## src/rtl/core/pdvm_pkg.sv

```systemverilog
// ----------------------------------------------------------------------------
// pdvm_pkg
// Shared types and constants of the perspective divide / viewport map block.
// ----------------------------------------------------------------------------
package pdvm_pkg;

    localparam int FRAC_BITS_DEF = 16;
    localparam int QW            = 32;   // width of every coordinate
    localparam int CFG_W         = 13;   // width of the size registers
    localparam int NUM_W         = 47;   // signed numerator width
    localparam int LANES         = 3;
    localparam int LANE_X        = 0;
    localparam int LANE_Y        = 1;
    localparam int LANE_Z        = 2;

    localparam logic [CFG_W-1:0] WIDTH_RST  = 13'd800;
    localparam logic [CFG_W-1:0] HEIGHT_RST = 13'd600;

    typedef logic [0:0] t_reg_idx;
    localparam t_reg_idx REG_SCREEN_WIDTH  = 1'b0;
    localparam t_reg_idx REG_SCREEN_HEIGHT = 1'b1;

    localparam logic [QW-1:0] SAT_MAX = 32'h7FFF_FFFF;
    localparam logic [QW-1:0] SAT_MIN = 32'h8000_0000;

    // per-lane status carried down the divider chain
    typedef struct packed {
        logic neg;   // result is negative
        logic big;   // quotient magnitude >= 2^32
        logic dz;    // divisor is zero
        logic nz;    // numerator is nonzero
    } t_flags;

endpackage

```

## src/rtl/core/pdvm_cell.sv

```systemverilog
// ----------------------------------------------------------------------------
// pdvm_cell
// One restoring-division cell: settles quotient bit K on all three lanes.
// ----------------------------------------------------------------------------
module pdvm_cell
    import pdvm_pkg::*;
#(
    parameter int RW = 80,
    parameter int K  = 0
) (
    input  logic          i_clk,
    input  logic          i_rst_n,
    input  logic          i_ld,
    input  logic          i_vld,
    input  logic [RW-1:0] i_rem [LANES],
    input  logic [QW-1:0] i_quo [LANES],
    input  t_flags        i_flg [LANES],
    input  logic [QW-1:0] i_den,
    output logic          o_vld,
    output logic [RW-1:0] o_rem [LANES],
    output logic [QW-1:0] o_quo [LANES],
    output t_flags        o_flg [LANES],
    output logic [QW-1:0] o_den
);

    logic          r_vld;
    logic [RW-1:0] r_rem [LANES];
    logic [QW-1:0] r_quo [LANES];
    t_flags        r_flg [LANES];
    logic [QW-1:0] r_den;

    logic [RW-1:0] n_dk;
    logic [RW-1:0] n_rem [LANES];
    logic [QW-1:0] n_quo [LANES];

    always_comb begin
        n_dk = RW'(i_den) << K;
        for (int l = 0; l < LANES; l++) begin
            n_rem[l] = i_rem[l];
            n_quo[l] = i_quo[l];
            if (i_rem[l] >= n_dk) begin
                n_rem[l]    = i_rem[l] - n_dk;
                n_quo[l][K] = 1'b1;
            end
        end
    end

    always_ff @(posedge i_clk) begin
        if (!i_rst_n) begin
            r_vld <= 1'b0;
        end else if (i_ld) begin
            r_vld <= i_vld;
        end
        if (i_ld) begin
            r_rem <= n_rem;
            r_quo <= n_quo;
            r_flg <= i_flg;
            r_den <= i_den;
        end
    end

    assign o_vld = r_vld;
    assign o_rem = r_rem;
    assign o_quo = r_quo;
    assign o_flg = r_flg;
    assign o_den = r_den;

endmodule

```

## config.mk

```make
export PLATFORM = sky130hd
export DESIGN_NAME = pdvm_cell
export DESIGN_NICKNAME = d
export VERILOG_FILES = /design/src/rtl/core/pdvm_pkg.sv /design/src/rtl/core/pdvm_cell.sv
export SDC_FILE = /design/constraint.sdc
export NUM_CORES = 1
export LEC_CHECK = 0
export BUFFER_PORTS_ARGS = -buffer_cell sky130_fd_sc_hd__buf_2
export CAP_MARGIN = 20
export CORE_AREA = 2 2 297 299
export CTS_CLUSTER_SIZE = 8
export DETAILED_ROUTE_END_ITERATION = 8
export DIE_AREA = 0 0 299 301
export GPL_TIMING_DRIVEN = 0
export PLACE_DENSITY = 0.46
export SETUP_SLACK_MARGIN = 0.02
export SLEW_MARGIN = 15
export SYNTH_ARGS = -nofsm -noshare
export SYNTH_HDL_FRONTEND = slang
export SYNTH_SLANG_ARGS = --single-unit
export TNS_END_PERCENT = 50
```

## constraint.sdc

```tcl
create_clock -name i_clk -period 4.11 [get_ports i_clk]
set_clock_uncertainty 0.05 [all_clocks]
set_input_delay 0.2055 -clock i_clk [delete_from_list [all_inputs] [get_ports i_clk]]
set_output_delay 0.2055 -clock i_clk [all_outputs]
set_load 0.02 [all_outputs]
```

### After elaboration in Yosys (flattened, before gate mapping)

Cells that the tools add are included.

* add/sub/neg operators: 3
* $lt $le $gt $ge: 3
* muxes and demuxes: 3

Operators by type and width (number)
* 80-bit by 32-bit >= comparator with 1-bit output: 3
* 80-bit 2-to-1 mux: 3
* 80-bit by 32-bit subtractor with 80-bit output: 3

* bits in registers: 381
* bits of input ports: 384
* output and inout port bits: 381
* logic and storage cells: 32

### Longest topological paths before layout

* word-level depth: 2
* depth in mapped cells: 14
* gate-level depth less buffers: 12

### Worst setup path after synthesis

OpenSTA, ideal clock, no wires.

* path kind: in2reg
* from: input i_den[13]
* to: register r_rem, in the netlist o_rem[238], data pin
* setup time: 258 ps
* arrival time: 2996 ps
* data required time: 3802 ps
* setup slack: 806 ps
* stages on the path: 13
* buffers on the path: 2
* path through: inv_1 -> ha_1 -> buf_2 -> a21oi_2 -> o21ai_1 -> and2_1 -> or2_2 -> a21o_1 -> a2111o_1 -> or4_1 -> buf_2 -> or4_1 -> xnor2_1

RTL lines
* start: declaration: line pdvm_cell.sv:18 `input logic [QW-1:0] i_den,`
* end signal: assignment: line pdvm_cell.sv:55 `r_rem <= n_rem;`
* end: declaration: line pdvm_cell.sv:27 `logic [RW-1:0] r_rem [LANES];`

==> metrics.txt <==
DR DRC count 0; Netlist cell types 76; I/O pin total 765; core area 86,480 um^2; first-pass GRT wire length 140,100 um; Crit Path Class input port to flop; Worst Path Required 4.43 ns; initial core utilization 24.92%; Total Routing Usage GR 20.65%; Fill cells 8,753; Final Cycle Share 95.77%; die extent in y 301 um; GPL Wtd Cong 0.9073; row cnt 108; synthesis-stage register bit count 381; number of max-cap violations 0; FFs w/ async S/R, synth 0%; Synth Instances 1,984; vias in the first global route 21,320; worst min path class input port to flop; Clk Latency, worst-skew pair 0.62 ns; Relative slew margins 32.53%; CP arrival 4.26 ns; initial antenna violation count 13; synthesized cell area 21,550 um^2; Hold Vio Cnt, Final 0; Tot Pwr 12.12 mW; yosys warns 0; worst r2r src o_vld$_SDFFE_PN0P_; EDFF count, synth 380; fin cells 4,384; Routed Antenna Nets 0; Final Critical Period 3.936 ns; CTS H-Tree Depth 2; wire per inst 22.18 um; DRT Pass-1 Iters 5; max frequency 254.0 MHz; Clock Path Buffers 3; PwrDens 372.5 nW/um^2; HP Start i_ld; CTS Sinks 381; DR vias 20,820; sequential fraction of the synthesis area 53.05%; IO buf count 762; CP Capture Type flop; detailed placement HPWL 77,500 um; Die ar. 90,000 um^2; Worst Tran Pin Value 1.009 ns; CTS tree built; critical path launch point i_rem[141]; final-stage net count 3,690; largest net degree at the start of global routing 110; die width 299 um; Syn Nets 2,467; Clock Pin Slew Worst Setup and Hold Paths 0.05 ns; proportion of layout cells with a drive suffix above 1 28.23%; RSZ-0062 raised after global routing true; Max Slew Vio Count 0; Pleak 13.18 nW; DP Cell Count 3,905; Total Wirelength 97,240 um; ys flop type edfxtp_1; area grow syn2layout 51.04%; Avg Cell Area, Syn 10.86 um^2; CP Max Fanout 10; status completed; endpoints failing setup 0; global route total overflow 0; VDD IR max 0.2720 mV; Starting DRT DRC Count 1,293; startpoint class of the critical path input port; via-per-instance ratio 4.748; total CTS buffers 55; root buffer cell clkbuf_16; hold_ws 0.01551 ns
[path summary, 6_finish.rpt]
path | endpoint | slack, ns | cells after the start
setup / recovery | o_rem[124]$_DFFE_PP_ | 0.17 | 12
hold / removal | o_rem[5]$_DFFE_PP_ | 0.02 | 1
setup reg to reg | o_vld$_SDFFE_PN0P_ | 2.92 | 3
hold reg to reg | o_vld$_SDFFE_PN0P_ | 1.01 | 3
[logic make-up after synthesis]
| family | Yosys count | synth area share [%] |
|---|---|---|
| AO/OA/AOI/OAI | 411 | 11.67 |
| XOR/XNOR | 227 | 9.227 |
| adder cells (fa/ha/maj) | 99 | 5.853 |
| buffers and inverters | 129 | 2.468 |
| flip-flops | 381 | 53.05 |
| multiplexers | 10 | 0.5052 |
| AND/OR/NAND/NOR | 727 | 17.23 |
[cell usage after synthesis, drive strengths merged (13+ instances only)]
master / number / area (um^2)
edfxtp: 380 / 11410
nand2: 199 / 749.5
nor2: 151 / 566.8
xor2: 132 / 1156
o21ai: 129 / 645.6
a21oi: 128 / 644.4
ha: 96 / 1201
xnor2: 95 / 832.1
nor4: 62 / 406.6
nor3: 61 / 305.3
inv: 54 / 202.7
clkbuf: 48 / 180.2
nand4: 41 / 256.5
nand3: 37 / 185.2
a21o: 32 / 240.2
or4: 30 / 229.0
buf: 27 / 148.9
nand2b: 27 / 168.9
or3: 27 / 168.9
o21a: 19 / 142.6
a31oi: 17 / 106.4
or2: 17 / 106.4
and3: 14 / 87.58
nor2b: 14 / 87.58
a211oi: 13 / 97.59
[per-layer routing]
metal / part of all wire, % / global-route usage, % / routed length, um
met5: 0.11 / 0 / 108
met4: 2.2 / 5.464 / 2151
met3: 6.3 / 4.264 / 6080
met2: 49 / 35.79 / 47680
met1: 42 / 26.04 / 41230
[power by group]
| part | total [mW] | switching, mW | internal [mW] |
|---|---|---|---|
| combinational | 3.01 | 1.88 | 1.13 |
| sequential | 4.89 | 0.122 | 4.77 |
| clock | 4.22 | 1.75 | 2.47 |
| total | 12.1 | 3.76 | 8.37 |
[cell type report]
class	count	area, um^2	share of cell area [%]
Inverter	54	202.7	0.6228
Timing Repair Buffer	1168	7928	24.36
Clock inverter	8	128.9	0.3960
Sequential cell	381	11430	35.12
Clock buffer	66	1418	4.356
Buffer	73	336.6	1.034
Tap cell	1155	1445	4.440
Antenna cell	5	12.51	0.03844
Multi-Input combinational cell	1474	9644	29.63
[stage by stage]
step	instance area [um^2]	util (%)	worst slack (ns)	setup TNS (ns)
2_1_floorplan	21550	-	0.8065	0
3_3_place_gp	26810	31.00	-3.173	-1193.36
3_5_place_dp	26900	31.11	-0.8879	-40.65
4_1_cts	32450	37.52	0.02360	0
5_1_grt	32540	37.63	0.004330	0
6_report	32550	37.63	0.1737	0
[critical path, stage by stage]
cell and delay, ns:
dlygate4sd3_1 0.55, buf_2 0.14, or3_1 0.40, or4_1 0.52, or2_0 0.29, a2111o_1 0.47
a2111oi_4 0.41, buf_4 0.30, or4_4 0.22, nor2_1 0.06, xor2_1 0.13, dlygate4sd3_1 0.56
[timing repair]
action,in CTS,in global routing
hold buffers,399,0
resized for setup,2,18
hold endpoints to repair,379,0
buffers inserted,0,3
pin swaps,0,2
endpoints found under the setup margin,10,89
[registers in the layout, indices dropped and copies added (netlist names)]
| signal | flops |
|---|---|
| o_den | 32 |
| o_flg | 12 |
| o_quo | 96 |
| o_vld | 1 |
| o_rem | 240 |
[cell usage in the layout (no fill, tap or decap), types with 36 or more instances in the layout]
cell,synthesis,layout
buf_2,20,780
dlygate4sd3_1,0,399
edfxtp_1,380,380
nand2_1,198,198
nor2_1,151,150
xor2_1,132,132
a21oi_1,127,126
o21ai_0,125,125
ha_1,96,96
xnor2_1,95,95
nor3_1,61,60
nor4_1,59,56
clkbuf_1,48,55
clkbuf_16,0,55
inv_1,54,54
nand4_1,41,41
nand3_1,37,36
Power figures use the tool's default switching activity.
