$ cat config.mk
export PLATFORM = sky130hd
export DESIGN_NAME = pdvm_prep
export DESIGN_NICKNAME = d
export VERILOG_FILES = /design/src/rtl/core/pdvm_pkg.sv /design/src/rtl/core/pdvm_prep.sv
export SDC_FILE = /design/constraint.sdc
export NUM_CORES = 2
export LEC_CHECK = 0
export ABC_AREA = 1
export BUFFER_PORTS_ARGS = -buffer_cell sky130_fd_sc_hd__buf_2
export CAP_MARGIN = 20
export CORE_ASPECT_RATIO = 1.1
export CORE_MARGIN = 4
export CORE_UTILIZATION = 40
export CTS_BUF_LIST = sky130_fd_sc_hd__clkbuf_2
export DETAILED_ROUTE_END_ITERATION = 8
export GPL_ROUTABILITY_DRIVEN = 0
export PLACE_DENSITY_LB_ADDON = 0.25
export RECOVER_POWER = 100
export SLEW_MARGIN = 20
export SYNTH_ARGS = -nofsm -noshare
export SYNTH_HDL_FRONTEND = slang
export SYNTH_SLANG_ARGS = --single-unit
export TNS_END_PERCENT = 5
$ cat constraint.sdc
create_clock -name i_clk -period 25.9 [get_ports i_clk]
set_input_delay 5.18 -clock i_clk [delete_from_list [all_inputs] [get_ports i_clk]]
set_output_delay 5.18 -clock i_clk [all_outputs]
set_load 0.005 [all_outputs]
$ cat src/rtl/core/pdvm_pkg.sv
// ----------------------------------------------------------------------------
// pdvm_pkg
// Shared types and constants of the perspective divide / viewport map block.
// ----------------------------------------------------------------------------
package pdvm_pkg;

    localparam int FRAC_BITS_DEF = 16;
    localparam int QW            = 32;   // width of every coordinate
    localparam int CFG_W         = 13;   // width of the size registers
    localparam int NUM_W         = 47;   // signed numerator width
    localparam int LANES         = 3;
    localparam int LANE_X        = 0;
    localparam int LANE_Y        = 1;
    localparam int LANE_Z        = 2;

    localparam logic [CFG_W-1:0] WIDTH_RST  = 13'd800;
    localparam logic [CFG_W-1:0] HEIGHT_RST = 13'd600;

    typedef logic [0:0] t_reg_idx;
    localparam t_reg_idx REG_SCREEN_WIDTH  = 1'b0;
    localparam t_reg_idx REG_SCREEN_HEIGHT = 1'b1;

    localparam logic [QW-1:0] SAT_MAX = 32'h7FFF_FFFF;
    localparam logic [QW-1:0] SAT_MIN = 32'h8000_0000;

    // per-lane status carried down the divider chain
    typedef struct packed {
        logic neg;   // result is negative
        logic big;   // quotient magnitude >= 2^32
        logic dz;    // divisor is zero
        logic nz;    // numerator is nonzero
    } t_flags;

endpackage

$ cat src/rtl/core/pdvm_prep.sv
// ----------------------------------------------------------------------------
// pdvm_prep
// Forms numerators, magnitudes, signs and the quotient range check.
// ----------------------------------------------------------------------------
module pdvm_prep
    import pdvm_pkg::*;
#(
    parameter int FRAC_BITS = FRAC_BITS_DEF,
    parameter int RW        = 64 + FRAC_BITS
) (
    input  logic                i_clk,
    input  logic                i_rst_n,
    input  logic                i_ld,
    input  logic                i_vld,
    input  logic signed [QW-1:0] i_x,
    input  logic signed [QW-1:0] i_y,
    input  logic signed [QW-1:0] i_z,
    input  logic signed [QW-1:0] i_w,
    input  logic [CFG_W-1:0]    i_sw,
    input  logic [CFG_W-1:0]    i_sh,
    output logic                o_vld,
    output logic [RW-1:0]       o_rem [LANES],
    output logic [QW-1:0]       o_quo [LANES],
    output t_flags              o_flg [LANES],
    output logic [QW-1:0]       o_den
);

    logic                    r_vld;
    logic [RW-1:0]           r_rem [LANES];
    t_flags                  r_flg [LANES];
    logic [QW-1:0]           r_den;

    logic signed [QW:0]      n_sx, n_sy;
    logic signed [NUM_W-1:0] n_num [LANES];
    logic [QW-1:0]           n_den;
    logic [RW-1:0]           n_rem [LANES];
    t_flags                  n_flg [LANES];
    logic [RW-1:0]           n_lim;
    logic [NUM_W-1:0]        n_mag;

    always_comb begin
        n_sx = $signed({i_x[QW-1], i_x}) + $signed({i_w[QW-1], i_w});
        n_sy = $signed({i_w[QW-1], i_w}) - $signed({i_y[QW-1], i_y});
        n_num[LANE_X] = NUM_W'(n_sx) * NUM_W'($signed({1'b0, i_sw}));
        n_num[LANE_Y] = NUM_W'(n_sy) * NUM_W'($signed({1'b0, i_sh}));
        n_num[LANE_Z] = NUM_W'(i_z);
        n_den = i_w[QW-1] ? QW'(-i_w) : QW'(i_w);
        n_lim = RW'({n_den, {QW{1'b0}}});
        n_mag = '0;
        for (int l = 0; l < LANES; l++) begin
            n_mag = n_num[l][NUM_W-1] ? NUM_W'(-n_num[l]) : NUM_W'(n_num[l]);
            // depth keeps full fraction, x/y carry the /2 in the shift
            if (l == LANE_Z) begin
                n_rem[l] = RW'(n_mag) << FRAC_BITS;
            end else begin
                n_rem[l] = RW'(n_mag) << (FRAC_BITS - 1);
            end
            n_flg[l].dz  = (i_w == '0);
            n_flg[l].nz  = (n_num[l] != '0);
            n_flg[l].neg = n_flg[l].dz ? n_num[l][NUM_W-1]
                                       : (n_num[l][NUM_W-1] ^ i_w[QW-1]);
            n_flg[l].big = (n_rem[l] >= n_lim);
        end
    end

    always_ff @(posedge i_clk) begin
        if (!i_rst_n) begin
            r_vld <= 1'b0;
        end else if (i_ld) begin
            r_vld <= i_vld;
        end
        if (i_ld) begin
            r_rem <= n_rem;
            r_flg <= n_flg;
            r_den <= n_den;
        end
    end

    assign o_vld = r_vld;
    assign o_rem = r_rem;
    assign o_flg = r_flg;
    assign o_den = r_den;
    always_comb begin
        for (int l = 0; l < LANES; l++) o_quo[l] = '0;
    end

endmodule

Word level (Yosys, flattened, before mapping)
Cells that the tools add are included.
{ "word_totals": {"input_bits": 158, "regBits": 184} }
{ "classes": {"n_bitwise": 3, "addsub": 6, "magnitude_cmp": 3, "n_reduce_logical": 4, "multipliers": 2, "muxes": 7} }
{ "ops": {"columns": ["cell", "n"], "rows": [
  ["47-bit 2-to-1 mux", 3],
  ["47-bit nonzero test", 3],
  ["62-bit by 64-bit >= comparator with 1-bit output", 2],
  ["33-bit by 14-bit multiplier with 47-bit output", 2],
  ["47-bit negation", 2],
  ["63-bit by 64-bit >= comparator with 1-bit output", 1],
  ["32-bit negation with 47-bit output", 1],
  ["32-bit by 32-bit adder with 33-bit output", 1],
  ["32-bit by 32-bit subtractor with 33-bit output", 1],
  ["32-bit logical NOT", 1],
  ["32-bit 2-to-1 mux", 1],
  ["32-bit negation", 1],
  ["1-bit 2-to-1 mux", 3],
  ["1-bit XOR", 3]
]} }

Longest topological paths before layout
{ "depth": {"word_depth": 5, "depth_mapped": 61, "ltp_nobuf": 61} }

Worst setup path after synthesis
Ideal clock, no wire load.
{ "synth_path": {"path_type": "in2reg", "from": "input i_x[0]", "to": "register r_flg, in the netlist o_flg[10], data pin", "cell_stages": 53, "required_ns": 25.648, "path_buffers": 1, "setup_slack_ns": 12.096, "t_arrival_ns": 13.552, "cell_sequence": "ha_1 fa_1 nand2_1 nand2_1 nand3_1 nand2_2 nand2_1 nand2_2 nand2_2 nand3_2 nand2_4 inv_1 nor2_1 inv_1 fa_1 fa_1 inv_1 fa_1 (+17 left out) inv_2 buf_2 nand2_1 xor2_1 inv_1 ha_1 a21oi_1 o21ai_0 nand2_1 nand2_1 a31oi_1 a21boi_0 o21ai_0 o211ai_1 a21boi_0 o21ai_0 nand2_1 nand2_1"} }
{ "synth_rtl": {"columns": ["element", "line_no", "text"], "rows": [
  ["start: declaration", "pdvm_prep.sv:15", "input logic signed [QW-1:0] i_x,"],
  ["end signal: assignment", "pdvm_prep.sv:74", "r_flg <= n_flg;"],
  ["end: declaration", "pdvm_prep.sv:30", "t_flags r_flg [LANES];"]
]} }

==> impl_metrics.csv <==
group,metric,value,unit
synth,ys_seq_area_share,11.2,%
synth,synth_top_area_share,31.8,%
drt,dr.pass1.iters,9,
timing,fmax,0.0566,GHz
global_routing,grt_pass1_wl,252000,µm
worst_setup_path,critPathBufInv,9,
synth,syn-mean-instance-area,7.61,µm²
status,violations,"max-capacitance violations, max-slew violations",
die,die_h,376,µm
worst_setup_path,crit_fanout,52,
drt,ant_nets,0,
global_routing,grt_antenna_before_repair,18,
timing,worst_pin_slew,5600,ps
flow_run,maxCapViolations,3,
cells_and_area,drive_gt1_share,7.17,%
clocking,cts_setup_buffers,0,
synth,synth_top_area_cell,"fa_1",
die,ios,539,
timing,skew,0,ps
synth,yosys_register_bits,184,
worst_setup_path,cp-start-kind,"primary input",
timing,hold_viol_final,0,
worst_setup_path,critPathArrivalTime,18150,ps
timing,post-route-period-util,68.3,%
worst_hold_path,min_path_cells,2,
clocking,cts_resized,0,
cells_and_area,multiInputGateArea,0.0369,mm²
timing,setup_viol,0,
worst_setup_path,r2r_cells,2,
clocking,clk_latency,830,ps
timing,min_period,17680,ps
synth,synth_cell_types,67,
clocking,clockBufferDepth,3,
synth,synth_edf_count,183,
die,start_util,40.4,%
drt,routed_wirelength,166000,µm
synth,synth.area.top_cells,"fa_1 32%, edfxtp_1 11%, inv_1 11%",
die,rows,134,
worst_setup_path,r2r_slack,25050,ps
global_routing,first_global_vias,42700,
cells_and_area,syn_to_final_growth,5.86,%
die,core_area,0.122,mm²
placement,portBuffers,343,
status,status,"finished with violations",
clocking,cts.sinks,184,
worst_setup_path,critPathMaxStageDelay,1150,ps
clocking,cts_root_buf,"clkbuf_2",
synth,ys.flop_type,"edfxtp_1",
worst_hold_path,min_path_type,"reg -> reg",
synth,yosys.cell_count.top_type,"inv_1",
worst_setup_path,r2r_start,"o_vld",
clocking,cts_tree,"built",
timing,fin_tns_setup,0,ps
worst_hold_path,worstHoldEndpoint,"o_vld",
synth,ys_warn_count,0,
drt,viasPerCell,5.07,
synth,async_flop_share,0,%
placement,dp_hpwl,143000,µm
cells_and_area,final-seq-area,0.00552,mm²
drt,remaining_drc_errors,0,
timing,max_slew_margin,-273,%
worst_setup_path,worstSetupEndpointType,"register",
drt,vias,42700,
global_routing,grt_max_degree,103,
global_routing,grt_use_total,25.5,%
worst_setup_path,crit_slowest_cell,"nand2_1",
global_routing,gr-total-overflow,0,
timing,rsz0062_at_grt,"no",
die,die_w,342,µm
worst_setup_path,cp_top_family,"adder cells",
synth,synth_area,0.0492,mm²
clocking,hold_buffers,0,
drt,drt_iter0_markers,3279,
worst_setup_path,crit_path_frequent_cell,"nand2_1",
cells_and_area,finalCoreUtilization,42.8,%
timing,whs,580,ps
clocking,path_clk_slew,280,ps
die,die_area,0.129,mm²
clocking,h-tree-depth,4,
clocking,cts_made_buffers,25,
synth,synth_common_cells,"1438 x inv_1, 1309 x nand2_1, 781 x nor2_1, 780 x fa_1, 375 x ha_1",
cells_and_area,fin_nets,8088,
cells_and_area,fillers,12600,
worst_hold_path,hold_path.startpoint,"o_vld",
worst_setup_path,crit_type,"in -> reg",
drt,routedWlPerCell,19.7,µm
worst_setup_path,r2r_end,"o_vld",
synth,synth_cells,6456,
timing,slew_violations,241,
worst_setup_path,cp_data_required_time,26380,ps
[placed cells by master, fill, tap and decap left out, types with 24 or more instances in the layout]
cell and instances:
nand3_1 223, edfxtp_1 183, ha_1 375, nand2_1 1315, xor2_1 136, inv_1 1440
o21ai_0 131, buf_4 27, clkbuf_1 131, conb_1 225, inv_2 33, o21ai_1 24
a21oi_1 212, xnor2_1 56, or2_2 44, clkbuf_2 26, nor3_1 49, fa_1 780
nand2_2 39, buf_2 216, nor2_2 26, nand4_1 85, nor2_1 781
[worst max-delay path by stage]
stage	startpoint	end	depth (start not counted)
2_1_floorplan	i_x[0]	o_flg[10]	53
3_3_place_gp	i_w[0]	o_flg[6]	50
4_1_cts	i_w[0]	o_flg[6]	52
5_1_grt	i_w[0]	o_flg[6]	51
6_report	i_w[0]	o_flg[6]	51
3_5_place_dp	i_w[0]	o_flg[6]	52
[per-stage QoR]
stage	cells	instance area [µm²]	setup slack (ps)
final	8423	52000	8220
after global routing	8416	52000	7450
after CTS	8412	52200	9800
after detailed placement	8380	52100	8930
after global placement	8380	52100	8940
after floorplan	6680	50000	12100
[cells by family (layout without fill, tap and decap cells)]
kind of cell | Yosys count | count (layout) | share of synthesized area [%]
AO/OA/AOI/OAI | 476 | 476 | 5.50
flip-flops | 184 | 184 | 11.2
XOR/XNOR | 212 | 212 | 3.99
other | 1 | 236 | 0.00763
adder cells (fa/ha/maj) | 1155 | 1155 | 41.3
AND/OR/NAND/NOR | 2639 | 2639 | 22.7
buffers and inverters | 1789 | 1889 | 15.3
[flip-flops by register name, summed over array words and instances, names as in the netlist]
signal and flops:
o_rem 141, o_den 32, o_flg 10, o_vld 1
[metal layers]
metal  vias to the layer above  wire length (µm)  GRT usage [%]
met2                      2007             70300           39.1
met4                        10              6040           7.96
met1                     20600             70900           35.2
li1                      19800                 -              -
met5                         -                68              0
met3                       256             18100           6.64
[worst register-to-register path: stages (launching register included)]
cell and delay [ps]:
dfxtp_1 370, o21ai_0 160, a21oi_1 80
[final cells by class]
type,count,share of cell area (%)
flip-flops and latches,184,10.6
clock inverters,6,0.0673
well taps,1632,3.92
inverters,1483,10.7
multi-input cells,4707,71.0
repair buffers,374,3.41
clock buffers,26,0.250
diodes,11,0.0529
Power is not shown: default switching activity piles up to over one toggle a cycle in this logic, so the estimate is an artifact.
