[src/rtl/core/pdvm_pkg.sv]
// ----------------------------------------------------------------------------
// pdvm_pkg
// Shared types and constants of the perspective divide / viewport map block.
// ----------------------------------------------------------------------------
package pdvm_pkg;

    localparam int FRAC_BITS_DEF = 16;
    localparam int QW            = 32;   // width of every coordinate
    localparam int CFG_W         = 13;   // width of the size registers
    localparam int NUM_W         = 47;   // signed numerator width
    localparam int LANES         = 3;
    localparam int LANE_X        = 0;
    localparam int LANE_Y        = 1;
    localparam int LANE_Z        = 2;

    localparam logic [CFG_W-1:0] WIDTH_RST  = 13'd800;
    localparam logic [CFG_W-1:0] HEIGHT_RST = 13'd600;

    typedef logic [0:0] t_reg_idx;
    localparam t_reg_idx REG_SCREEN_WIDTH  = 1'b0;
    localparam t_reg_idx REG_SCREEN_HEIGHT = 1'b1;

    localparam logic [QW-1:0] SAT_MAX = 32'h7FFF_FFFF;
    localparam logic [QW-1:0] SAT_MIN = 32'h8000_0000;

    // per-lane status carried down the divider chain
    typedef struct packed {
        logic neg;   // result is negative
        logic big;   // quotient magnitude >= 2^32
        logic dz;    // divisor is zero
        logic nz;    // numerator is nonzero
    } t_flags;

endpackage

[src/rtl/core/pdvm_post.sv]
// ----------------------------------------------------------------------------
// pdvm_post
// Applies sign, saturates, merges faults; holds the output register.
// ----------------------------------------------------------------------------
module pdvm_post
    import pdvm_pkg::*;
(
    input  logic          i_clk,
    input  logic          i_rst_n,
    input  logic          i_ld,
    input  logic          i_vld,
    input  logic [QW-1:0] i_quo [LANES],
    input  t_flags        i_flg [LANES],
    output logic          o_vld,
    output logic [QW-1:0] o_res [LANES],
    output logic          o_fault
);

    logic          r_vld;
    logic [QW-1:0] r_res [LANES];
    logic          r_fault;

    logic [QW-1:0] n_res [LANES];
    logic          n_fault;

    always_comb begin
        n_fault = 1'b0;
        for (int l = 0; l < LANES; l++) begin
            if (i_flg[l].dz) begin
                n_fault  = 1'b1;
                n_res[l] = !i_flg[l].nz ? '0 : (i_flg[l].neg ? SAT_MIN : SAT_MAX);
            end else if (i_flg[l].neg) begin
                if (i_flg[l].big || (i_quo[l] > SAT_MIN)) begin
                    n_fault  = 1'b1;
                    n_res[l] = SAT_MIN;
                end else begin
                    n_res[l] = QW'(-i_quo[l]);
                end
            end else begin
                if (i_flg[l].big || (i_quo[l] > SAT_MAX)) begin
                    n_fault  = 1'b1;
                    n_res[l] = SAT_MAX;
                end else begin
                    n_res[l] = i_quo[l];
                end
            end
        end
    end

    always_ff @(posedge i_clk) begin
        if (!i_rst_n) begin
            r_vld <= 1'b0;
        end else if (i_ld) begin
            r_vld <= i_vld;
        end
        if (i_ld) begin
            r_res   <= n_res;
            r_fault <= n_fault;
        end
    end

    assign o_vld   = r_vld;
    assign o_res   = r_res;
    assign o_fault = r_fault;

endmodule
[config.mk]
export PLATFORM = sky130hd
export DESIGN_NAME = pdvm_post
export DESIGN_NICKNAME = d
export VERILOG_FILES = /design/src/rtl/core/pdvm_pkg.sv /design/src/rtl/core/pdvm_post.sv
export SDC_FILE = /design/constraint.sdc
export NUM_CORES = 1
export LEC_CHECK = 0
export ABC_AREA = 1
export BUFFER_PORTS_ARGS = -buffer_cell sky130_fd_sc_hd__buf_2
export CELL_PAD_IN_SITES_DETAIL_PLACEMENT = 2
export CELL_PAD_IN_SITES_GLOBAL_PLACEMENT = 2
export CORE_ASPECT_RATIO = 1.75
export CORE_MARGIN = 10
export CORE_UTILIZATION = 31
export CTS_CLUSTER_SIZE = 28
export DETAILED_ROUTE_END_ITERATION = 16
export GPL_ROUTABILITY_DRIVEN = 0
export GPL_TIMING_DRIVEN = 0
export PLACE_DENSITY_LB_ADDON = 0.1
export SLEW_MARGIN = 20
export SYNTH_ARGS = -nofsm -noshare
export SYNTH_HDL_FRONTEND = slang
export SYNTH_SLANG_ARGS = --single-unit
[constraint.sdc]
create_clock -name i_clk -period 2.85 [get_ports i_clk]
set_clock_uncertainty 0.05 [all_clocks]
set_input_delay 0.57 -clock i_clk [delete_from_list [all_inputs] [get_ports i_clk]]
set_output_delay 0.57 -clock i_clk [all_outputs]
set_load 0.02 [all_outputs]
Word level (Yosys, flattened, before mapping)

Index checks and enable logic that the tools add are counted.

Register bits: 98
Output and inout port bits: 98
Bits of input ports: 112

Reductions and logical operators: 6
Order comparisons: 6
Muxes and demuxes: 29
Add/sub/neg operators: 3

Operators by type and width:

| operator               | number |
|---|---|
| $mux W32               | 18 |
| $gt A32 B31 Y1 const B | 3 |
| $gt A32 B32 Y1 const B | 3 |
| $neg A32 Y32           | 3 |
| $mux W1                | 11 |
| $logic_or A1 B1 Y1     | 6 |

Depth between registers and ports, before layout

Gate-level depths: netlist of run 1.

Depth after elaboration: 10
Gate-level depth with buffers: 13
Mapped depth without buffers: 12

Worst setup path after synthesis of run 1

OpenSTA, ideal clock, no wires.

Kind: input port to flip-flop
From: input port i_quo[65] in the netlist's numbering
To: register r_res (netlist bit o_res[95]) (data pin)
Path slack: 0.769 ns
Data required time: 2.547 ns
Path buffers: 1
Data arrival time: 1.778 ns
Setup time: 0.253 ns
Stages on the path: 10
Cells stage by stage: inv_1 -> ha_1 -> nand2_2 -> nor2_8 -> nand3_4 -> o21ai_4 -> buf_6 -> nand3_1 -> nand3_1 -> nand2_1

RTL lines:

| element              | RTL line        | text |
|---|---|---|
| start, declared      | pdvm_post.sv:12 | `input logic [QW-1:0] i_quo [LANES],` |
| end signal, assigned | pdvm_post.sv:57 | `r_res <= n_res;` |
| end, declared        | pdvm_post.sv:20 | `logic [QW-1:0] r_res [LANES];` |

==> impl_metrics.toml, run 1 <==
[sta]
worst_slack_ns = 0.448
setup_tns_ns = 0
max_clock_freq_mhz = 416
fin_crit_ns = 2.40
finalCritPeriodShare = 0.843
maxSlewViolCount = 0
finalHoldViolCount = 0
setup_viol = 0
fin_hold_ws_ns = 0.383
worst_pin_slew_ns = 0.713
grt_setup_unrepaired = "no"
max_slew_margin = 0.523

[floorplanning]
core-area_um2 = 26000
dieArea_um2 = 33400
floorplan.initialDensity = 0.314
die_x_um = 143
placementRows = 78
die_h_um = 234
pin_count = 210

[setup_path]
ff2ff_setup_slack_ns = 2.15
crit_fanout = 6
crit_required_ns = 2.93
crit_arrival_ns = 2.48
crit_type = "in -> reg"
cp-start-kind = "input port"
endpoint_kind = "flip-flop"

[synth]
ys_ff_latch = 98
synth_top_cell_area_share = 0.357
synth_mux_area_frac = 0
synth_largest_area_cell = "edfxtp_1"
syn-instance-count = 1206
syn-num-nets = 1321
synthSimpleGateAreaFrac = 0.419
synth_xor_area_frac = 0.0494
synth.area.top_cells = "edfxtp_1 36%, nand2_1 21%, nor2_1 8.4%, nand3_1 6.1%, o21ai_0 5.0%"
synth_top_family_by_area = "simple AND/OR/NAND/NOR gates"
syn_avg_cell_area_um2 = 6.76
synth_cell_types = 33
synthAdderAreaFrac = 0.00461
synth_area_um2 = 8150
synth-compound-area-share = 0.104
yosys_warnings = 0
yosysSeqAreaShare = 0.360

[clock_network]
cts_tree = "yes"
hold_buffers = 0
cts.htree.levels = 3
cts_buffers = 9
clock_latency_ns = 0.37
postCtsSetupBuffers = 0
cts_root_buf = "clkbuf_16"
cts_resized = 0
cts.sinks = 98
path_clk_slew_ns = 0.07
clock_path_buffers = 2

[grt]
grt_max_degree = 57
grt_pass1_vias = 10200
grt_overflow = 0
grt_first_pass_wirelength_um = 57800
grtUsageTotal = 0.229
antenna_found_initial = 4

[layout]
nets = 1539
area_growth_pct = 21.3
drive_gt1_frac = 0.201
final_common_cell = "nand2_1"
final_cell_mix = "457 x nand2_1, 215 x buf_2, 183 x nor2_1"
layout.cells.non_filler = 1750
fillerInstances = 3223

[routing]
wl_um = 38500
dr.pass1.iters = 4
drc = 0
via_count = 9100
drt.antenna.violating_nets = 0
routedWlPerCell_um = 22.0
drt_iter0_drc = 267
via_per_inst = 5.20

[power]
vdd_drop_max_mv = 0.332
report.power.total_mw = 4.12
power.density_nw_per_um2 = 417
p_leak_nw = 4.52

[placement]
hpwl_um = 32200
pre_cts_slack_ns = 0.0413
port_buffers = 206
placedCellCount = 1733

[worst_hold_path]
holdCritPathClass = "in -> reg"

[status]
run_status = "finished, final reports clean"

[run]
maxCapViolations = 0
[metrics by stage]
step | utilization | area, um^2
finish | 0.381 | 9880
global route | 0.381 | 9880
CTS | 0.381 | 9880
detailed placement | 0.370 | 9610
global placement | 0.369 | 9580
floorplan | - | 8150
[cell usage after synthesis (all sizes together)]
cell,number
edfxtp,97
o21bai,40
a21oi,13
ha,3
nor4,1
xor2,35
nand4,24
dfxtp,1
nand2,466
nand3,109
buf,25
o211ai,2
xnor2,11
nor2,199
o21ai,84
inv,64
clkbuf,29
or2,2
nor3,1
[cell families (layout without fill, tap and decap cells)]
group	count (synthesis)	after routing
and+or+nand+nor	802	802
xor gates and xnor gates	46	46
AOI/OAI and AO/OA	139	139
buffers and inverters	118	341
adders and majority gates	3	3
DFF	98	98
other	0	1
[path summary, 6_finish.rpt]
check,startpoint,to,cells after the start
setup / recovery,i_quo[4],o_res[31]$_DFFE_PP_,10
hold / removal,i_vld,o_vld$_SDFFE_PN0P_,3
setup reg to reg,o_vld$_SDFFE_PN0P_,o_vld$_SDFFE_PN0P_,2
hold reg to reg,o_vld$_SDFFE_PN0P_,o_vld$_SDFFE_PN0P_,2
[power breakdown]
group,internal (mW),switching (mW),total (mW)
logic,0.337,0.791,1.13
clock network,0.592,0.611,1.20
registers,1.75,0.0442,1.79
[registers in the layout, indices dropped and copies added, names as in the netlist]
| signal | flops |
|---|---|
| o_res | 96 |
| o_fault | 1 |
| o_vld | 1 |
[layout make-up]
class | count | area, um^2 | area share
Antenna cell | 1 | 2.50 | 0.000253
Timing Repair Buffer | 207 | 1060 | 0.108
Tap cell | 320 | 400 | 0.0405
Clock inverter | 7 | 42.5 | 0.00430
Sequential cell | 98 | 2930 | 0.297
Inverter | 64 | 240 | 0.0243
Multi-Input combinational cell | 990 | 4700 | 0.476
Clock buffer | 9 | 225 | 0.0228
Buffer | 54 | 272 | 0.0275
[per-layer routing]
| metal | part of all wire | up-vias | track usage |
|---|---|---|---|
| met5 | 0.00078 | - | 0 |
| met2 | 0.59 | 187 | 0.478 |
| met4 | 0.036 | 6 | 0.101 |
| met1 | 0.33 | 4481 | 0.203 |
| met3 | 0.034 | 56 | 0.0383 |
| li1 | - | 4370 | - |
[critical path, stage by stage]
cell and delay (ns):
buf_2 0.13, nor2_1 0.20, nand2_1 0.09, nor2_1 0.50, nand2_1 0.26, nor2_1 0.35, or2_2 0.17, nand3_1 0.06
nand3_1 0.08, nand2_1 0.07
Note: power is estimated with default switching activity, not from simulation.
==> run 2, diff against run 1 <==
- ABC_AREA: 1 -> 0
- CORE_UTILIZATION: 31 -> 30
- clock period: 2.85 -> 2.35 ns (I/O delays scaled with it)
==> impl_metrics.toml, run 2 <==
[synth]
ys.flop_type = "edfxtp_1"
synth_cell_types = 66
syn_avg_cell_area_um2 = 8.75
synth-edff-count = 97
synth_largest_area_cell = "edfxtp_1"
synth_area_um2 = 6640
ys_ff_latch = 98
yosys_warnings = 0
yosysSeqAreaShare = 0.442
syn-num-nets = 873
ys_async_sr_fraction = 0
synth.area.top_cells = "edfxtp_1 44%, o21ai_0 6.3%, nor2_1 3.9%, nand2_1 3.8%, nor3_1 3.8%"
syn-instance-count = 758
synth_top_cell_area_share = 0.439
synth_most_common_cell = "edfxtp_1"
ys_top_cells_by_count = "97 x edfxtp_1, 84 x o21ai_0, 69 x nor2_1"

[layout]
fillerInstances = 2415
area_growth_pct = 48.6
final_common_cell = "buf_2"
num_antenna_cells = 0
final_util = 0.449
drive_gt1_frac = 0.395
final_cell_mix = "186 x buf_2, 97 x edfxtp_1, 65 x nand2_1"
nets = 1140
largest_reg_flops = 96

[setup_path]
cp_top_family = "simple AND/OR/NAND/NOR gates"
slowest_stage = "or4_1"
crit_arrival_ns = 2.61
startpoint = "i_quo[28]"
crit_top_cell = "buf_12"
crit_required_ns = 2.49
cp-start-kind = "input port"
path_cells = "buf_2 -> or4_1 -> nor4_4 -> buf_4 -> nand4_1 -> a21o_4 -> buf_12 -> buf_12 -> o311ai_4"
reg2reg_to = "o_vld$_SDFFE_PN0P_"
ff2ff_setup_slack_ns = 1.71
rr_worst_depth = 2
cp.buffers_inverters = 4
crit_fanout = 7
cp_num_cells = 9
worstSetupEndpoint = "o_res[16]$_DFFE_PP_"
crit_type = "in -> reg"
reg2reg_from = "o_vld$_SDFFE_PN0P_"
slowest_delay_ns = 0.59
endpoint_kind = "flip-flop"

[grt]
grt_max_degree = 59
grt_first_pass_wirelength_um = 49800
grt_overflow = 0
antenna_found_initial = 1
grtUsageTotal = 0.221
grt_pass1_vias = 8215

[clock_network]
cts_root_buf = "clkbuf_16"
path_clk_slew_ns = 0.07
clock_path_buffers = 2
cts_buffers = 9
hold_buffers = 0
cts.sinks = 98
cts.htree.levels = 3
clock_latency_ns = 0.37
cts_tree = "yes"

[sta]
setup_tns_ns = -1.73
max_slew_margin = 0.484
finalHoldViolCount = 0
maxSlewViolCount = 0
finalCritPeriodShare = 1.05
fin_crit_ns = 2.47
max_clock_freq_mhz = 405
worst_pin_slew_ns = 0.773
setup_viol = 32
grt_setup_unrepaired = "yes"
worst_slack_ns = -0.122

[routing]
wl_um = 34000
via_per_inst = 5.75
via_count = 7629
drc = 0
drt.antenna.violating_nets = 0
routedWlPerCell_um = 25.7
drt_iter0_drc = 383
dr.pass1.iters = 6

[floorplanning]
die_h_um = 217
floorplan.initialDensity = 0.302
pin_count = 210
dieArea_um2 = 28700
core-area_um2 = 22000
placementRows = 72
die_x_um = 132

[placement]
hpwl_um = 24900
port_buffers = 204

[status]
violations = "negative setup slack"
run_status = "finished with violations"

[power]
p_leak_nw = 3.73
report.power.total_mw = 5.32
vdd_drop_max_mv = 0.267
power.density_nw_per_um2 = 540

[worst_hold_path]
holdCritPathClass = "in -> reg"

[run]
maxCapViolations = 0
[run 2: cell types whose count changed after synthesis, sizes merged, moves of 13 or more]
cell / change
a21oi: +31
buf: -22
o21bai: -37
nor4: +19
nand4: -14
nand2: -398
nand3: -74
or3: +26
a31oi: +21
nor3: +52
xor2: -29
or4: +13
inv: -48
nor2: -130
[run 2: logic make-up (layout without fill, tap and decap cells)]
kind of cell / count (synthesis) / in the layout / share of synthesized area
flip-flops: 98 / 98 / 0.442
XOR/XNOR: 6 / 6 / 0.00792
AO/OA/AOI/OAI: 237 / 237 / 0.225
adder cells (fa/ha/maj): 3 / 3 / 0.00566
AND/OR/NAND/NOR: 357 / 357 / 0.285
multiplexers: 1 / 1 / 0.00151
buffers and inverters: 56 / 328 / 0.0328
[run 2: per-stage QoR]
stage	std cells	worst slack, ns	area [um^2]	hold WS, ns
global route	1326	-0.186	9860	0.273
finish	1326	-0.122	9860	0.271
detailed placement	1259	-1.14	8230	0.464
global placement	1258	-1.06	8200	0.445
CTS	1305	-0.139	9130	0.265
floorplan	758	-0.327	6810	0.532
[run 2: area by class of cell]
type	instances	area, um^2	area share
clock buffers	9	225	0.0228
clock inverters	7	118	0.0119
well taps	296	370	0.0376
plain buffers	37	235	0.0239
inverters	17	72.6	0.00736
repair buffers	258	1680	0.170
flip-flops and latches	98	2930	0.297
multi-input cells	604	4230	0.429
[run 2: power breakdown]
| part | leakage [nW] | switching (mW) | internal [mW] | total [mW] |
|---|---|---|---|---|
| Combinational | 2.62 | 0.906 | 0.477 | 1.38 |
| Clock | 0.159 | 0.718 | 1.04 | 1.76 |
| Sequential | 0.952 | 0.0539 | 2.13 | 2.18 |
[run 2: how the worst min path moves through the flow]
stage | startpoint | slack, ns | cells after the start | to
2_1_floorplan | i_ld | 0.53 | 0 | o_fault$_SDFFCE_PP1P_
3_3_place_gp | o_vld$_SDFFE_PN0P_ | 0.45 | 2 | o_vld$_SDFFE_PN0P_
3_5_place_dp | o_vld$_SDFFE_PN0P_ | 0.46 | 2 | o_vld$_SDFFE_PN0P_
4_1_cts | i_rst_n | 0.27 | 2 | o_vld$_SDFFE_PN0P_
5_1_grt | i_rst_n | 0.27 | 2 | o_vld$_SDFFE_PN0P_
6_report | i_rst_n | 0.27 | 2 | o_vld$_SDFFE_PN0P_
[run 2: routing by layer]
metal / up-vias / global-route usage / share of wire
li1: 3491 / - / -
met1: 3849 / 0.229 / 0.37
met2: 220 / 0.413 / 0.54
met3: 67 / 0.0477 / 0.046
met4: 2 / 0.104 / 0.043
met5: - / 0 / 0.00032
[run 2: what timing repair did]
action,in CTS,in global routing
gates resized for setup,80,145
setup endpoints to repair,88,77
setup buffers,31,22
cloned,1,3
pin swaps,26,50
==> run 3, diff against run 2 <==
- CELL_PAD_IN_SITES_DETAIL_PLACEMENT: 2 -> default
- CELL_PAD_IN_SITES_GLOBAL_PLACEMENT: 2 -> default
- CORE_ASPECT_RATIO: 1.75 -> 1.25
- CORE_UTILIZATION: 30 -> 42
- REMOVE_ABC_BUFFERS: default -> 1
==> impl_metrics.toml, run 3 (same netlist as run 2, synthesis figures left out) <==
[grt]
grtUsageTotal = 0.217
gr-max-usage-layer = "met2"
grt_max_degree = 66
antenna_found_initial = 4
grt_first_pass_wirelength_um = 37500
grt_pass1_vias = 6938
grt_util_met1 = 0.260
grt_overflow = 0
grtUsageMet2 = 0.351
grt_use_met3 = 0.0577

[sta]
worst_slack_ns = -0.0748
grt_setup_unrepaired = "yes"
worst_pin_slew_ns = 0.997
setup_tns_ns = -0.186
maxSlewViolCount = 0
finalHoldViolCount = 0
max_slew_margin = 0.333
max_clock_freq_mhz = 412
setup_viol = 4
fin_crit_ns = 2.42
finalCritPeriodShare = 1.03

[power]
vdd_drop_max_mv = 0.290
p_leak_nw = 3.45
power.density_nw_per_um2 = 557
report.power.total_mw = 5.02

[clock_network]
clock_path_buffers = 2
cts_buffers = 9
cts_root_buf = "clkbuf_16"
cts_tree = "yes"
hold_buffers = 0
clock_latency_ns = 0.35
path_clk_slew_ns = 0.07
cts.sinks = 98
cts.htree.levels = 3

[run]
maxCapViolations = 0

[status]
run_status = "finished with violations"
violations = "negative setup slack"

[layout]
final_cell_mix = "202 x buf_2, 97 x edfxtp_1, 74 x o21ai_0"
nets = 1100
area_growth_pct = 36.0
drive_gt1_frac = 0.366
design_area_um2 = 9020
final_common_cell = "buf_2"
largest_reg_flops = 96
fillerInstances = 1463

[routing]
drt_iter0_drc = 672
wl_um = 24400
dr.pass1.iters = 5
routedWlPerCell_um = 20.2
via_per_inst = 5.99
drc = 0
drt.antenna.violating_nets = 0
via_count = 7228

[floorplanning]
core-area_um2 = 15600
die_h_um = 161
dieArea_um2 = 21300
pin_count = 210
die_x_um = 132
floorplan.initialDensity = 0.426
placementRows = 51

[setup_path]
crit_required_ns = 2.52
slowest_delay_ns = 0.45
rr_worst_depth = 2
crit_fanout = 6
cp-start-kind = "input port"
cp.buffers_inverters = 2
path_cells = "buf_8 -> inv_4 -> ha_4 -> or3b_4 -> nor4_4 -> a31oi_4 -> or3_4 -> or3_1 -> nand3_2"
cp_num_cells = 9
crit_arrival_ns = 2.59
endpoint_kind = "flip-flop"
crit_type = "in -> reg"
slowest_stage = "or3_4"
cp_top_family = "simple AND/OR/NAND/NOR gates"

[worst_hold_path]
holdCritPathClass = "in -> reg"
whs_path_depth = 2

[placement]
port_buffers = 209
place_area_um2 = 7850
hpwl_um = 17300
## run 3: power breakdown
group	switching (mW)	internal, mW	total [mW]
clock	0.706	0.944	1.65
sequential	0.0470	2.13	2.18
combinational	0.787	0.408	1.20
## run 3: what timing repair did
action                     in CTS  in global routing
pin swaps                      13                 36
gates cloned                    2                  2
resized for setup              43                 93
setup endpoints to repair      96                 62
buffers inserted               25                 16
## run 3: path summary, 6_finish.rpt
kind / start / slack [ns] / end
setup / recovery: i_quo[33] / -0.07 / o_res[46]$_DFFE_PP_
hold / removal: i_rst_n / 0.29 / o_vld$_SDFFE_PN0P_
setup reg to reg: o_vld$_SDFFE_PN0P_ / 1.70 / o_vld$_SDFFE_PN0P_
hold reg to reg: o_vld$_SDFFE_PN0P_ / 0.49 / o_vld$_SDFFE_PN0P_
## run 3: worst reg2reg max path: stages (launching register included)
cell and delay [ns]:
dfxtp_1 0.31, mux2i_1 0.12, nor2b_1 0.06
## run 3: area by class of cell
| class | instances | area, um^2 | area share |
|---|---|---|---|
| flip-flops and latches | 98 | 2930 | 0.325 |
| multi-input cells | 607 | 3950 | 0.438 |
| inverters | 17 | 76.3 | 0.00846 |
| well taps | 212 | 265 | 0.0294 |
| repair buffers | 252 | 1460 | 0.162 |
| clock buffers | 9 | 225 | 0.0250 |
| clock inverters | 7 | 98.8 | 0.0110 |
| diodes | 4 | 10.0 | 0.00111 |
## run 3: per-stage QoR
stage | std cells | util | hold slack [ns] | setup WS [ns]
after global placement | 1140 | 0.500 | 0.447 | -1.60
after CTS | 1185 | 0.551 | 0.287 | 0.00198
after global routing | 1206 | 0.579 | 0.289 | -0.0895
after floorplan | 719 | - | 0.532 | -0.513
final | 1206 | 0.579 | 0.292 | -0.0748
after detailed placement | 1142 | 0.504 | 0.473 | -1.58
## run 3: routing by layer
layer,part of all wire,wire length (um)
met1,0.39,9630
met2,0.49,11900
met4,0.039,941
met3,0.080,1960
met5,0,0
